**config.mk**
```make
export PLATFORM = sky130hd
export DESIGN_NAME = bba_ctrl
export DESIGN_NICKNAME = d
export VERILOG_FILES = /design/src/sv/bba_pkg.sv /design/src/sv/bba_ctrl.sv
export SDC_FILE = /design/constraint.sdc
export NUM_CORES = 1
export LEC_CHECK = 0
export BUFFER_PORTS_ARGS = -buffer_cell sky130_fd_sc_hd__buf_2
export CORE_UTILIZATION = 45
export CTS_CLUSTER_SIZE = 30
export DETAILED_ROUTE_END_ITERATION = 6
export PLACE_DENSITY = 0.72
export SLEW_MARGIN = 40
export SYNTH_ARGS = -nofsm -noshare
export SYNTH_HDL_FRONTEND = slang
export SYNTH_SLANG_ARGS = --single-unit
```
**constraint.sdc**
```tcl
create_clock -name clk -period 3 [get_ports clk]
set_clock_uncertainty 0.05 [all_clocks]
set_input_delay 0.45 -clock clk [delete_from_list [all_inputs] [get_ports clk]]
set_output_delay 0.45 -clock clk [all_outputs]
set_load 0.005 [all_outputs]
```
**src/sv/bba_pkg.sv**
```systemverilog
// ----------------------------------------------------------------------------
// bba_pkg: shared types and constants of the buddy block allocator
// Pool geometry, list link encoding, controller states, datapath commands.
// ----------------------------------------------------------------------------
package bba_pkg;

  localparam int POOL_LOG = 16;
  localparam int MIN_LOG  = 5;
  localparam int ADDR_W   = 16;
  localparam int SIZE_W   = 16;
  localparam int TOP_LVL  = POOL_LOG - MIN_LOG;
  localparam int NLVL     = TOP_LVL + 1;
  localparam int NBLK     = 1 << TOP_LVL;
  localparam int BLK_W    = TOP_LVL;
  localparam int LINK_W   = TOP_LVL + 1;
  localparam int LVL_W    = 5;
  localparam int HLVL_W   = 4;
  localparam int HDR_W    = HLVL_W + 1;

  typedef logic [BLK_W-1:0]  blk_t;
  typedef logic [LINK_W-1:0] link_t;
  typedef logic [LVL_W-1:0]  lvl_t;
  typedef logic [HDR_W-1:0]  hdr_t;

  // empty list / no neighbor: only the top bit set
  localparam link_t NONE = link_t'(NBLK);

  typedef enum logic [3:0] {
    S_INIT, S_IDLE, S_SEARCH, S_POP, S_POPFIN, S_SPLIT, S_MARK,
    S_HDR, S_MRD, S_MCHK, S_PUSH, S_PUSH2, S_DONE_A, S_DONE_F, S_FAIL
  } state_t;

  typedef enum logic [3:0] {
    OP_NONE, OP_INIT, OP_LOAD, OP_SEARCH, OP_POP, OP_POP_FIN, OP_SPLIT,
    OP_MARK, OP_HDR, OP_MERGE_RD, OP_UNLINK, OP_PUSH, OP_PUSH2,
    OP_RES_ALLOC, OP_RES_FREE, OP_RES_FAIL
  } op_t;

  typedef struct packed {
    logic in_cmd;
    logic in_want_bad;
    logic in_free_bad;
    logic empty;
    logic lvl_over;
    logic lvl_top;
    logic lvl_gt_want;
    logic used;
    logic bud_ok;
  } status_t;

endpackage

```
**src/sv/bba_ctrl.sv**
```systemverilog
// ----------------------------------------------------------------------------
// bba_ctrl: request sequencer of the buddy block allocator
// Steps search, split, merge and push; owns both handshakes.
// ----------------------------------------------------------------------------
module bba_ctrl
  import bba_pkg::*;
(
  input  logic    clk,
  input  logic    rst,
  input  logic    in_valid,
  output logic    in_ready,
  output logic    out_valid,
  input  logic    out_ready,
  input  status_t status,
  output op_t     op
);

  state_t state, state_next;
  logic   slot_free, load_res;

  assign slot_free = !out_valid || out_ready;

  always_ff @(posedge clk) begin
    if (rst) begin
      state     <= S_INIT;
      out_valid <= 1'b0;
    end else begin
      state <= state_next;
      if (load_res) out_valid <= 1'b1;
      else if (out_ready) out_valid <= 1'b0;
    end
  end

  always_comb begin
    state_next = state;
    op         = OP_NONE;
    in_ready   = 1'b0;
    load_res   = 1'b0;
    case (state)
      S_INIT: begin
        op = OP_INIT; state_next = S_IDLE;
      end
      S_IDLE: begin
        in_ready = 1'b1;
        if (in_valid) begin
          op = OP_LOAD;
          if (status.in_cmd) state_next = status.in_free_bad ? S_FAIL : S_HDR;
          else state_next = status.in_want_bad ? S_FAIL : S_SEARCH;
        end
      end
      S_SEARCH: begin
        if (status.lvl_over) state_next = S_FAIL;
        else if (!status.empty) state_next = S_POP;
        else op = OP_SEARCH;
      end
      S_POP: begin
        op = OP_POP; state_next = S_POPFIN;
      end
      S_POPFIN: begin
        op = OP_POP_FIN; state_next = S_SPLIT;
      end
      S_SPLIT: begin
        if (status.lvl_gt_want) op = OP_SPLIT;
        else state_next = S_MARK;
      end
      S_MARK: begin
        op = OP_MARK; state_next = S_DONE_A;
      end
      S_HDR: begin
        if (!status.used) state_next = S_FAIL;
        else begin
          op = OP_HDR; state_next = S_MRD;
        end
      end
      S_MRD: begin
        if (status.lvl_top) state_next = S_PUSH;
        else begin
          op = OP_MERGE_RD; state_next = S_MCHK;
        end
      end
      S_MCHK: begin
        if (status.bud_ok) begin
          op = OP_UNLINK; state_next = S_MRD;
        end else state_next = S_PUSH;
      end
      S_PUSH: begin
        op = OP_PUSH; state_next = S_PUSH2;
      end
      S_PUSH2: begin
        op = OP_PUSH2; state_next = S_DONE_F;
      end
      S_DONE_A: if (slot_free) begin
        op = OP_RES_ALLOC; load_res = 1'b1; state_next = S_IDLE;
      end
      S_DONE_F: if (slot_free) begin
        op = OP_RES_FREE; load_res = 1'b1; state_next = S_IDLE;
      end
      S_FAIL: if (slot_free) begin
        op = OP_RES_FAIL; load_res = 1'b1; state_next = S_IDLE;
      end
      default: state_next = S_IDLE;
    endcase
  end

endmodule

```
==> results of run 1 <==
[metrics by stage]
step,setup WS (ns),area (µm²)
3_5_place_dp,0.968,667
5_1_grt,0.542,693
3_3_place_gp,0.960,667
4_1_cts,0.705,693
2_1_floorplan,1.29,598
6_report,0.707,693
[registers in the layout, indices dropped and copies added, names as in the netlist]
signal     cells
state          4
out_valid      1
[area by class of cell]
type,instances,area (µm²)
clock buffers,4,26.3
fillers,118,478
inverters,2,7.51
multi-input cells,70,452
flip-flops and latches,5,100
well taps,14,17.5
repair buffers,18,90.1
[how the worst max path moves through the flow]
| stage | from | endpoint | slack (ns) |
|---|---|---|---|
| finish | state[2] | op[1] | 0.71 |
| global route | state[3] | op[1] | 0.54 |
| CTS | state[3] | op[1] | 0.71 |
| detailed placement | state[3] | op[1] | 0.97 |
| global placement | state[3] | op[1] | 0.96 |
| floorplan | out_ready | op[1] | 1.29 |
[cell families after synthesis]
family	synth area share, %
and+or+nand+nor	41.6
buffers and inverters	7.74
AOI/OAI and AO/OA	25.1
DFF	16.7
muxes	8.79
[cell usage after synthesis]
library cell and count:
nor4b_1 1, nand3_1 4, nand4_1 1, a31oi_1 2, or3_4 1, nand2b_1 5
nor3_1 1, a221o_1 2, nand4_2 1, dfxtp_1 5, nand2_1 9, nor2b_1 4
or3_1 1, nand4b_1 2, a2bb2oi_1 1, o21ai_1 1, o21ai_0 7, or2_4 1
o31ai_1 1, inv_1 2, a211o_1 1, o21bai_1 1, mux2i_1 3, buf_6 1
buf_4 2, o32ai_1 1, clkbuf_1 2, buf_2 1, nor2_1 11, nand4_4 1
mux4_2 1, o2bb2ai_1 1, o211ai_1 1, a21oi_1 4
[power by group through the flow]
stage                     registers, W  logic [W]  clock network [W]
after floorplan               0.000112   0.000390                  0
after global placement        0.000190   0.000387                  0
after detailed placement      0.000193   0.000393                  0
after CTS                     0.000192   0.000394          0.0000790
after global routing          0.000205   0.000440          0.0000840
final                         0.000195   0.000394          0.0000766
[layer usage]
metal | track usage, % | vias to the layer above | routed length [µm]
li1 | - | 336 | -
met1 | 27.8 | 311 | 656
met2 | 42.4 | 32 | 724
met3 | 8.72 | 2 | 97
met4 | 2.59 | 0 | 14
met5 | 0 | - | 0
==> metrics.md, run 1 <==
| Metric | Value |
|---|---|
| Placer Congestion | 0.826 |
| Clk slew on worst S/H paths | 0.05 ns |
| Max H-tree Level | 1 |
| Hold buffers post-CTS | 0 |
| Register area share after synthesis | 16.7% |
| Post-Syn Area | 598 µm² |
| Total GRT Usage | 23.8% |
| Psw | between 0.0003 and 0.0004 W |
| DP Wirelength | 1.14 mm |
| Hold_sp | rst |
| Postcts setup bufs | 0 |
| Num CTS Buffers | 3 |
| Final hold vios | 0 |
| Largest net degree at the start of global routing | 21 |
| # rows | 12 |
| # DRC | 0 |
| Hold EP | state[2] |
| I/O pin cnt | 19 |
| DR vias | 681 |
| Setup TNS | 0 ns |
| CP max FO | 19 |
| Starting DRT DRC Count | 17 |
| DRT Pass-1 Iters | 4 |
| Final Max Slew Viols | 0 |
| Startpoint types | flip-flop |
| Most common cell after layout, fill and taps aside | buf_2 |
| Leak | approximately 0.28 nW |
| Core Util, Final | 59.2% |
| Reg-to-Reg Start | state[2] |
| Final non-filler cell total | between 100 and 150 |
| Reg2reg path depth | 5 |
| Critical Path AT | around 1.8 ns |
| Maximum clock rate | 436 MHz |
| Status | completed |
| Via/cell ratio | 6.03 |
| Initial Util | between 50% and 60% |
| Final worst path period need | 2.29 ns |
| First-pass GRT wire length | between 2 and 2.5 mm |
| Slowest-stage cell, CP | dfxtp_1 |
| Slowest cell delay on critical path | around 0.72 ns |
| RSZ-0062 raised after global routing | false |
| VDD IR max | 0.511 mV |
| Core Area | about 1200 µm² |
| Antenna violations before repair | 0 |
| Area growth, synth to finish | 15.9% |
| Hold slack final | 0.381 ns |
| Setup-failing EPs final | 0 |
| Critical Path Sink Type | output pin |
| Ant diodes | 0 |
| Largest area contributor in the netlist | dfxtp_1 |
| Top cells by area, synth | dfxtp_1, nor2_1, o21ai_0, nand2_1, nand2b_1 |
| Setup slack, reg-to-reg | 1.12 ns |
| Tightest Pin Transition | 0.634 ns |
| Worst reg2reg endpoint | state[2] |
| Overall power | around 0.00067 W |
| Layout cell share with drive strength beyond 1 | a little over a quarter |
| Data required time of the worst path | 2.50 ns |
| Power per Cell Area | slightly below 1000 nW/µm² |
| Clk buf depth | 2 |
| Port buffer count | 18 |
| Synthesis-stage register bit count | 5 |
| Register share of total power | 29.3% |
| Ys Warns | 0 |
| # resized after CTS | 0 |
| Top Family by Delay on Critical Path | flip-flops |
| Clock sinks | 5 |
| Clock network power share | 11.5% |
| Most frequent cells in the layout | buf_2, nor2_1, nand2_1, o21ai_0 |
| Switching fraction of total power | between 40% and 50% |
| WL final | 1.49 mm |
| Post-synth top area share | 16.7% |
| Syn Area/Cell | ~7 µm² |
| Gate power share | 59.2% |
| Synth Instances | 83 |
| Die X | about 38 µm |
| Synth Net Count | 96 |
| Dpl cells | 109 |
| Post-DRT Antenna Nets | 0 |
| Final net count | 113 |
| Slew HR | 57.7% |
| Clk_lat worst skew | 0.24 ns |
| Final period util | between 70 and 80% |
| Die Ht | a little under 40 µm |
| Distinct cells, synth | 34 |
| Worst path bufs/invs | 2 |
| Clk Tree Root Cell | clkbuf_4 |
| Vias in the first global route | 611 |
| Die area | 1480 µm² |
| DR WL/cell | 13.2 µm |
| Pint | between 0.0003 and 0.0004 W |
| Cell chain of the critical path | inv_1 -> mux4_2 -> nand2_1 -> nand3_1 -> buf_2 |
| WS Path Type | flip-flop to output pin |
| Gr ovfl total | 0 |
| CP Depth | 5 |
| CTS tree | built |
| Max_cap viols | 0 |
| HP Class | input port to flip-flop |
| Hold depth | 2 |
(Power assumes the default switching activity.)
==> run 2, diff against run 1 <==
--- a/config.mk
+++ b/config.mk
@@ -5,6 +5,7 @@
 export SDC_FILE = /design/constraint.sdc
 export NUM_CORES = 1
 export LEC_CHECK = 0
+export ABC_AREA = 1
 export BUFFER_PORTS_ARGS = -buffer_cell sky130_fd_sc_hd__buf_2
 export CORE_UTILIZATION = 45
 export CTS_CLUSTER_SIZE = 30
==> constraint.sdc (replaced) <==
create_clock -name clk -period 2.2 [get_ports clk]
set_clock_uncertainty 0.05 [all_clocks]
set_input_delay 0.33 -clock clk [delete_from_list [all_inputs] [get_ports clk]]
set_output_delay 0.33 -clock clk [all_outputs]
set_load 0.005 [all_outputs]
==> run 2 against run 1 <==
Register-to-register slack worse by 0.45 ns. Flip-flop and latch count unchanged. Clock-buffer cell count unchanged. Worst hold slack worse by 0.11 ns. Sequential power down 10%. Core utilization up 3.2 points. Via count up 9.1%. Area after synthesis up 2.5%. Global-route usage down 0.28 points. Final cell count up 27%. First-iteration DRC count down 5.9%. Power up 22%. Critical endpoint unchanged. Largest power group unchanged.
==> metrics.md, run 2 <==
| Metric | Value |
|---|---|
| Status | completed (unchanged) |
| Clk buf depth | 2 (unchanged) |
| Most common cell after layout, fill and taps aside | nand2_1 (was buf_2) |
| Antenna violations before repair | 0 (unchanged) |
| Gate power share | 65.1% (was 59.2%) |
| Post-synth EDFFs | 0 (unchanged) |
| Critical Path AT | 1.64 ns (was 1.79 ns) |
| DRT Pass-1 Iters | 4 (unchanged) |
| Register area | 100 µm² (unchanged) |
| Biggest registers after layout | state (4), out_valid (1) (unchanged) |
| Starting DRT DRC Count | 16 (was 17) |
| Vias in the first global route | 604 (was 611) |
| Syn Area/Cell | 5.62 µm² (was 7.21 µm²) |
| WL final | 1.59 mm (was 1.49 mm) |
| Register share of total power | 21.5% (was 29.3%) |
| Synthesis-stage register bit count | 5 (unchanged) |
| Largest area contributor in the netlist | nand2_1 (was dfxtp_1) |
| Final period util | 91.8% |
| Initial Util | 51.7% (was 51.1%) |
| Num CTS Buffers | 3 (unchanged) |
| First-pass GRT wire length | 2.41 mm (was 2.43 mm) |
| Worst path bufs/invs | 1 (was 2) |
| Ant diodes | 0 (unchanged) |
| Switching fraction of total power | 52.2% (was 47.8%) |
| Pint | 0.000387 W (was 0.000347 W) |
| Synth Net Count | 122 (was 96) |
| Clk Tree Root Cell | clkbuf_4 (unchanged) |
| Placer Congestion | 0.944 (was 0.826) |
| Critical Path Sink Type | output pin (unchanged) |
| Commonest cells post-synth | nand2_1, nor2_1, inv_1 (was nor2_1, nand2_1, o21ai_0) |
| Leak | 0.396 nW (was 0.279 nW) |
| Setup TNS | 0 ns (unchanged) |
| Gr ovfl total | 0 (unchanged) |
| Area growth, synth to finish | 20.6% (was 15.9%) |
| Maximum clock rate | 495 MHz |
| Fill cells | 118 (unchanged) |
| Setup-failing EPs final | 0 (unchanged) |
| Die X | 38.9 µm (was 38.5 µm) |
| Dpl cells | 140 (was 109) |
| Max reg flops | 4 (unchanged) |
| Distinct cells, synth | 25 (was 34) |
| Final net count | 144 (was 113) |
| Largest net degree at the start of global routing | 9 (was 21) |
| VDD IR max | 0.553 mV (was 0.511 mV) |
| Die area | 1510 µm² (was 1480 µm²) |
| Synth async-reset ratio | 0% (unchanged) |
| Postcts setup bufs | 0 (unchanged) |
| CTS tree | built (unchanged) |
| Die Ht | 38.9 µm (was 38.5 µm) |
| Clk slew on worst S/H paths | 0.05 ns (about the same) |
| Hold buffers post-CTS | 0 (unchanged) |
| Max_cap viols | 0 (unchanged) |
| Post-route worst setup slack | 0.179 ns (was 0.707 ns) |
| Post-DRT Antenna Nets | 0 (unchanged) |
| Cell chain of the critical path | nand2_1 -> nor2_2 -> nand2_2 -> o21ai_0 -> nor3_1 -> o21ai_0 -> buf_2 (was inv_1 -> mux4_2 -> nand2_1 -> nand3_1 -> buf_2) |
| DR vias | 743 (was 681) |
| Pre-CTS setup slack | 0.461 ns (was 0.968 ns) |
| Post-synth top area share | 18.4% (was 16.7%) |
| Top cells by area, synth | nand2_1, dfxtp_1, nor2_1, inv_1, o21ai_0 (was dfxtp_1, nor2_1, o21ai_0, nand2_1, nand2b_1) |
| Synth Instances | 109 (was 83) |
| I/O pin cnt | 19 (unchanged) |
| # rows | 12 (unchanged) |
| Post-synth top flop | dfxtp_1 (unchanged) |
| Startpoint types | flip-flop (unchanged) |
| Total GRT Usage | 23.5% (was 23.8%) |
| Biggest register | state (unchanged) |
| # resized after CTS | 0 (unchanged) |
| Power per Cell Area | 1100 nW/µm² (was 961 nW/µm²) |
| Most frequent cell after synthesis | nand2_1 (was nor2_1) |
| Slowest cell delay on critical path | 0.54 ns (was 0.72 ns) |
| Most frequent cells in the layout | nand2_1, buf_2, nor2_1, inv_1, o21ai_0 (was buf_2, nor2_1, nand2_1, o21ai_0) |
| Critical Path Most Common Cell | o21ai_0 |
| WS Path Type | flip-flop to output pin (unchanged) |
| Clock sinks | 5 (unchanged) |
| Psw | 0.000424 W (was 0.000319 W) |
| DP Wirelength | 1.31 mm (was 1.14 mm) |
| Clock network power share | 13.4% (was 11.5%) |
| HP Class | input port to flip-flop (unchanged) |
| Slowest-stage cell, CP | dfxtp_1 (unchanged) |
| Ys Warns | 0 (unchanged) |
| Port buffer count | 18 (unchanged) |
| Layout cell share with drive strength beyond 1 | 30.8% (was 26.3%) |
| Final Max Slew Viols | 0 (unchanged) |
| # DRC | 0 (unchanged) |
| Final hold vios | 0 (unchanged) |
| Register area share after synthesis | 16.3% (was 16.7%) |
| Multi-input gate area | 434 µm² (was 452 µm²) |
| Slew HR | 75.1% (was 57.7%) |
| Data required time of the worst path | 1.82 ns (was 2.50 ns) |
| Final non-filler cell total | 144 (was 113) |
| Top Family by Delay on Critical Path | simple AND/OR/NAND/NOR gates (was flip-flops) |
| Tightest Pin Transition | 0.373 ns (was 0.634 ns) |
| Clk_lat worst skew | 0.25 ns (was 0.24 ns) |
| Via/cell ratio | 5.16 (was 6.03) |
| Core Area | 1190 µm² (was 1170 µm²) |
| CP max FO | 8 (was 19) |
| Final worst path period need | 2.02 ns |
| Post-Syn Area | 613 µm² (was 598 µm²) |
| RSZ-0062 raised after global routing | false (unchanged) |
| DR WL/cell | 11.0 µm (was 13.2 µm) |
| Max H-tree Level | 1 (unchanged) |
run 2: cell count changes after synthesis, moves of 4 or more:
| cell | change |
|---|---|
| nand2_1 | +21 |
| inv_1 | +12 |
| inv_2 | +5 |
| nand2_2 | +5 |
| nand2b_1 | -5 |
| nor2_1 | +4 |
| nor2b_1 | -4 |
run 2: path summary, 6_finish.rpt:
path | startpoint | slack [ns] | cells after the start | end
setup reg to reg | state[1] | 0.67 | 8 | state[1]
hold reg to reg | out_valid | 0.54 | 4 | out_valid
setup / recovery | state[1] | 0.18 | 7 | op[1]
hold / removal | rst | 0.27 | 2 | state[2]
run 2: area by class of cell:
class,count,share of cell area (%)
Sequential cell,5,13.5
Clock buffer,4,3.55
Timing Repair Buffer,18,12.2
Inverter,19,9.64
Tap cell,14,2.37
Multi-Input combinational cell,84,58.7
run 2: kinds of logic (layout without fill, tap and decap cells):
group / Yosys count / count (layout) / share of synthesized area (%)
AO/OA/AOI/OAI: 17 / 17 / 16.9
buffers and inverters: 20 / 41 / 12.9
flip-flops: 5 / 5 / 16.3
AND/OR/NAND/NOR: 67 / 67 / 53.9
run 2: layer usage:
| metal | wire length, µm | track usage, % | part of all wire [%] | vias up |
|---|---|---|---|---|
| met1 | 745 | 29.7 | 47 | 316 |
| met3 | 101 | 8.67 | 6.4 | 0 |
| li1 | - | - | - | 391 |
| met4 | 0 | 0 | 0 | 0 |
| met2 | 741 | 40.0 | 47 | 36 |
| met5 | 0 | 0 | 0 | - |
run 2: power groups by stage:
stage / Sequential, W / Combinational [W] / Clock [W]
3_3_place_gp: 0.000174 / 0.000526 / 0
6_report: 0.000175 / 0.000528 / 0.000108
3_5_place_dp: 0.000174 / 0.000523 / 0
4_1_cts: 0.000172 / 0.000526 / 0.000111
5_1_grt: 0.000177 / 0.000597 / 0.000118
2_1_floorplan: 0.000153 / 0.000401 / 0
run 2: through the flow:
| stage | utilization [%] | instance area (µm²) | total power, W | hold slack [ns] |
|---|---|---|---|---|
| after detailed placement | 60.1 | 713 | 0.000697 | 0.519 |
| after floorplan | - | 613 | 0.000554 | 0.342 |
| after CTS | 62.3 | 739 | 0.000810 | 0.265 |
| after global placement | 60.1 | 713 | 0.000700 | 0.507 |
| after global routing | 62.3 | 739 | 0.000893 | 0.259 |
| final | 62.3 | 739 | 0.000811 | 0.270 |
run 2: worst reg2reg max path, delay by kind of cell (launching register included):
family	cells	cell delay [ns]
compound gates	1	0.14
buf+inv	1	0.04
flops	1	0.54
simple gates	6	0.70
